===== config.mk =====
export PLATFORM = sky130hd
export DESIGN_NAME = rrs_ready_queue
export DESIGN_NICKNAME = d
export VERILOG_FILES = /design/src/rrs_pkg.sv /design/src/rrs_ready_queue.sv
export SDC_FILE = /design/constraint.sdc
export NUM_CORES = 2
export LEC_CHECK = 0
export BUFFER_PORTS_ARGS = -buffer_cell sky130_fd_sc_hd__buf_4
export CAP_MARGIN = 20
export CORE_MARGIN = 10
export CORE_UTILIZATION = 40
export CTS_CLUSTER_DIAMETER = 200
export CTS_CLUSTER_SIZE = 30
export DETAILED_ROUTE_END_ITERATION = 6
export PLACE_DENSITY = 0.54
export SLEW_MARGIN = 10
export SYNTH_ARGS = -nofsm -noshare
export SYNTH_HDL_FRONTEND = slang
export SYNTH_SLANG_ARGS = --single-unit
export TNS_END_PERCENT = 5

===== constraint.sdc =====
create_clock -name clk -period 7.85 [get_ports clk]
set_input_delay 0.3925 -clock clk [delete_from_list [all_inputs] [get_ports clk]]
set_output_delay 0.3925 -clock clk [all_outputs]
set_load 0.01 [all_outputs]

===== src/rrs_pkg.sv =====
// Shared types and constants for the round-robin CPU scheduler.
// Used by rrs_ready_queue and round_robin_cpu_scheduler_unit; no dependencies.
package rrs_pkg;

  localparam int PID_W   = 16;
  localparam int BURST_W = 16;
  localparam int TIME_W  = 32;
  localparam int QUANT_W = 16;
  localparam int SWCNT_W = 16;

  localparam int MAX_PROCS_DEF = 16;

  localparam logic [QUANT_W-1:0] QUANTUM_RST = 16'd2;

  // Request codes on in_req_type and out_result_kind.
  localparam logic REQ_ARRIVAL = 1'b0;
  localparam logic REQ_TICK    = 1'b1;

  // Everything the scheduler tracks for one process.
  typedef struct packed {
    logic [PID_W-1:0]   pid;
    logic [BURST_W-1:0] remaining;
    logic [TIME_W-1:0]  arrival;
    logic [TIME_W-1:0]  start_tick;
    logic               started;
  } proc_rec_t;

  // Queue control from the scheduler core.
  typedef struct packed {
    logic push;
    logic pop;
  } q_ctl_t;

endpackage


===== src/rrs_ready_queue.sv =====
// Ready queue of process records: a shifting queue whose head is always entry 0.
// Depends on rrs_pkg for the record and control types.
module rrs_ready_queue #(
  parameter int DEPTH = rrs_pkg::MAX_PROCS_DEF
) (
  input  logic                       clk,
  input  logic                       rst_n,
  input  rrs_pkg::q_ctl_t            ctl,
  input  rrs_pkg::proc_rec_t         push_rec,
  output rrs_pkg::proc_rec_t         head_rec,
  output logic [$clog2(DEPTH+1)-1:0] count
);
  import rrs_pkg::*;

  localparam int CW = $clog2(DEPTH + 1);

  proc_rec_t        ent_r   [DEPTH];
  proc_rec_t        ent_nxt [DEPTH];
  logic [CW-1:0]    count_r;
  logic [CW-1:0]    count_nxt;
  logic [CW-1:0]    wr_idx;
  logic             do_pop;
  logic             do_push;

  always_comb begin
    do_pop  = ctl.pop && (count_r != '0);
    // A push into a full queue is dropped unless a pop frees a place.
    do_push = ctl.push && ((count_r != CW'(DEPTH)) || do_pop);
    wr_idx  = count_r - CW'(do_pop);

    for (int i = 0; i < DEPTH; i++) begin
      ent_nxt[i] = ent_r[i];
    end
    if (do_pop) begin
      for (int i = 0; i < DEPTH - 1; i++) begin
        ent_nxt[i] = ent_r[i+1];
      end
    end
    if (do_push) begin
      for (int i = 0; i < DEPTH; i++) begin
        if (wr_idx == CW'(i)) begin
          ent_nxt[i] = push_rec;
        end
      end
    end

    count_nxt = count_r - CW'(do_pop) + CW'(do_push);
  end

  always_ff @(posedge clk) begin
    if (!rst_n) begin
      count_r <= '0;
    end else begin
      count_r <= count_nxt;
    end
  end

  always_ff @(posedge clk) begin
    for (int i = 0; i < DEPTH; i++) begin
      ent_r[i] <= ent_nxt[i];
    end
  end

  assign head_rec = ent_r[0];
  assign count    = count_r;

  a_no_pop_empty: assert property (@(posedge clk) disable iff (!rst_n)
    ctl.pop |-> count_r != '0)
    else $error("ready queue popped while empty");

  a_no_push_full: assert property (@(posedge clk) disable iff (!rst_n)
    ctl.push |-> (count_r != CW'(DEPTH)) || ctl.pop)
    else $error("ready queue pushed while full");

  a_count_bound: assert property (@(posedge clk) disable iff (!rst_n)
    count_r <= CW'(DEPTH))
    else $error("ready queue count beyond depth");

endmodule


Yosys cells after proc, flatten, opt, wreduce, memory -nomap -nowiden
Memory sizes are Yosys's and may differ from the RTL's.
Cells that the tools add are included.
- register bits: 5
- memory bits (writable): 1552
- input bits: 101
- word-level logic and storage cells: 43
- memories: 1
- add/sub/neg operators: 2
- eq/ne operators: 16
- mux-type cells: 18
- reduce and logical (&&, ||, !) cells: 5
- memory list (memory ; words ; bits a word ; read ports ; clocked after memory_dff ; write ports ; RTL line ; RTL):
    ent_r ; 16 ; 97 ; 16 ; 0 ; 16 ; rrs_ready_queue.sv:17 ; proc_rec_t ent_r [DEPTH];
- operator list (kind ; count):
    two-way mux 1552 bit ; 1
    two-way mux 97 bit ; 16
    two-way mux 1455 bit ; 1
    == test 5 x 4 -> 1 bit, second input constant ; 8
    == test 5 x 3 -> 1 bit, second input constant ; 4
    == test 5 x 2 -> 1 bit, second input constant ; 2
    adder 5 x 1 -> 5 bit ; 1
    == test 5 x 1 -> 1 bit, second input constant ; 1
    zero test 5 bit ; 1
    != test 5 bit, second input constant ; 1
    nonzero test 5 bit ; 1
    subtractor 5 x 1 -> 5 bit ; 1
    logical AND 1 bit ; 2
    logical OR 1 bit ; 1

Longest topological paths before layout
- depth in word-level cells: 6
- depth in mapped cells: 17
- gate-level depth less buffers: 10

Least setup slack after synthesis
OpenSTA, ideal clock, no wires.
- kind: reg-to-reg
- start: reg, netlist name count[2]
- end: mem ent_r[1][679] in the netlist's numbering (enable)
- setup time: 466 ps
- arrival time: 5222 ps
- required time: 7384 ps
- slack: 2162 ps
- stages on the path, launching flop included: 14
- buffers on the path: 4
- period minus slack after synthesis: 5688 ps
- path through: dfxtp_1 > buf_2 > or4_4 > o21ai_2 > inv_2 > buf_2 > clkbuf_1 > ha_1 > ha_1 > clkbuf_1 > nor3b_1 > xnor2_1 > and4_1 > and2_1
- RTL lines (what ; RTL line):
    end: declaration ; rrs_ready_queue.sv:17

==> flow_summary.ini <==
[outcome]
outcome = finished, final reports clean

[clocking]
cts.sinks = 1557
cts_root_buf = clkbuf_16
cts_resized = 0
cts_buffers = 57
htree_levels = 2
cts_tree = done
clk_latency_ps = 730
clk_pin_slew_ps = 120
clockBufferDepth = 3

[sta]
slew_violations = 0
worst_pin_slew_ps = 1080
rsz0062_at_grt = no
fin_worst_skew_ps = 20.9
slew_headroom = 0.282
holdWs_ps = 323
tns_ps = 0
period_minus_slack_ps = 5060
setup_viol = 0
fmax_mhz = 198
fin_crit_sh = 0.645
final-hold-violation-count = 0

[detailed_routing]
post_drt_wl_per_cell_um = 14.8
drtIter0Drc = 2563
drt_pass1_iterations = 5
antenna_left = 0
avgViaCountPerCell = 4.77
routed-via-count = 48676
drt-total-wl_um = 151000
drc = 0

[floorplanning]
chipHeight_um = 435
start_util = 0.402
die_w_um = 435
io_pins = 203
coreArea_um2 = 172000
rows = 152
dieArea_um2 = 189000

[worst_hold_path]
hold_class = input pin to flip-flop

[synthesis]
yosys_warnings = 0
syn_inst = 8115
netlist_area_um2 = 68900
ys.flop_type = dfxtp_1
avgSynthCellArea_um2 = 8.49
ys_ff_latch = 1557
async_flop_share = 0
syn_nets = 8220
yosysUniqueCellTypes = 34
synth-edff-count = 97
ys_seq_area_frac = 0.466

[grt]
grt_pass1_vias = 47832
grt_use_met2 = 0.292
top_usage_layer = met2
grt_pass1_wl_um = 248000
track_usage = 0.153
grt_max_degree = 225
grt_use_met3 = 0.0135
grt.overflow.total = 0
grtUsageMet1 = 0.187
antenna_found_initial = 5

[cells_and_area]
final_common_cell = nand2_1
layout_common_cells = 4367 x nand2_1, 1460 x dfxtp_1, 1368 x mux2_2, 251 x buf_4, 98 x dlygate4sd3_1
seq_area_um2 = 32100
multi_input_area_um2 = 33500
filler_cell_count = 17232
area_growth_pct = 6.29
nets = 7962
drive_gt1_frac = 0.224

[critical_path]
crit_fanout = 150
start_kind = flip-flop
cp.arrival_ps = 5730
crit_type = flip-flop to flip-flop
crit_required_ps = 8520
worstSetupEndpointType = flip-flop

[pwr]
ir_drop_mv = 0.343
power.density_nw_per_um2 = 409
leakage_nw = 35.4

[place]
port_buffers = 202
dp_hpwl_um = 83000
place_congestion = 0.707

[run]
drv_cap = 0
[cells in the mapped netlist, types with 5 or more instances]
| cell type | number | share of area |
|---|---|---|
| mux2_4 | 60 | 0.013 |
| mux2_2 | 1368 | 0.22 |
| clkbuf_1 | 338 | 0.018 |
| mux2_1 | 29 | 0.0047 |
| dfxtp_1 | 1460 | 0.42 |
| buf_6 | 15 | 0.0025 |
| buf_4 | 126 | 0.014 |
| nand2b_1 | 7 | 0.00064 |
| buf_2 | 196 | 0.014 |
| edfxtp_1 | 97 | 0.042 |
| nor2_1 | 6 | 0.00033 |
| inv_1 | 5 | 0.00027 |
| nand2_1 | 4370 | 0.24 |
[metal layers]
metal / vias up / wire length, µm
met5: - / 0
met4: 0 / 2490
met3: 122 / 3000
met2: 365 / 76000
met1: 23142 / 69600
li1: 25047 / -
[kinds of logic (layout without fill, tap and decap cells)]
| group | Yosys count | in the layout | synth area share |
|---|---|---|---|
| compound gates | 4 | 4 | 0.000399 |
| xor+xnor | 4 | 4 | 0.000508 |
| fa+ha+maj | 4 | 4 | 0.000726 |
| buf+inv | 683 | 460 | 0.0492 |
| flops | 1557 | 1557 | 0.466 |
| mux | 1460 | 1460 | 0.242 |
| other cells | 0 | 2 | 0 |
| simple gates | 4403 | 4403 | 0.241 |
[flip-flops by register name, indices dropped and copies added, names as in the netlist]
register,cells
count,5
ent_r,1552
[layout make-up]
class                           instances  area share
Multi-Input combinational cell       5875       0.457
Sequential cell                      1557       0.439
Timing Repair Buffer                  360      0.0421
Tap cell                             2310      0.0394
Clock buffer                           92      0.0218
Inverter                                6    0.000410
Clock inverter                          2    0.000188
Antenna cell                            2   0.0000683
[where the power goes]
| group | internal (mW) | leakage (nW) | switching, mW | total, mW |
|---|---|---|---|---|
| combinational | 6.38 | 21.7 | 6.88 | 13.3 |
| clock | 1.42 | 0.774 | 2.47 | 3.89 |
| sequential | 11.3 | 13.0 | 1.47 | 12.8 |
| total | 19.1 | 35.4 | 10.8 | 30.0 |
[path summary, 6_finish.rpt]
| kind | from | endpoint | slack [ps] | cells past startpoint |
|---|---|---|---|---|
| worst max-delay path | count[2] | ent_r[1][217] | 2790 | 10 |
| worst min-delay path | ctl[1] | count[0] | 320 | 4 |
| worst max register to register | count[2] | ent_r[1][217] | 2790 | 10 |
| worst min register to register | ent_r[1][168] | ent_r[1][71] | 560 | 3 |
[timing repair]
| action | in CTS | in global routing |
|---|---|---|
| hold endpoints to repair | 1085 | 0 |
| hold buffers | 98 | 0 |
| buffers inserted | 0 | 0 |
[metrics by stage]
step / cells / total power, mW / util / cell area (µm²) / setup WS, ps
6_report: 10204 / 30.0 / 0.427 / 73300 / 2790
4_1_cts: 10201 / 30.5 / 0.427 / 73200 / 2710
2_1_floorplan: 8115 / 23.9 / - / 68900 / 2160
5_1_grt: 10203 / 32.6 / 0.427 / 73300 / 2360
3_5_place_dp: 10009 / 26.4 / 0.412 / 70700 / 2810
3_3_place_gp: 10009 / 25.9 / 0.412 / 70700 / 2860
[worst max-delay path: stages (launching register included)]
cell,delay [ps]
dfxtp_1,530
or4_4,220
o21ai_4,70
inv_8,560
buf_4,810
buf_4,800
buf_4,710
buf_4,740
nand2_1,140
nand2_1,90
mux2_2,140
Power figures use the tool's default switching activity.
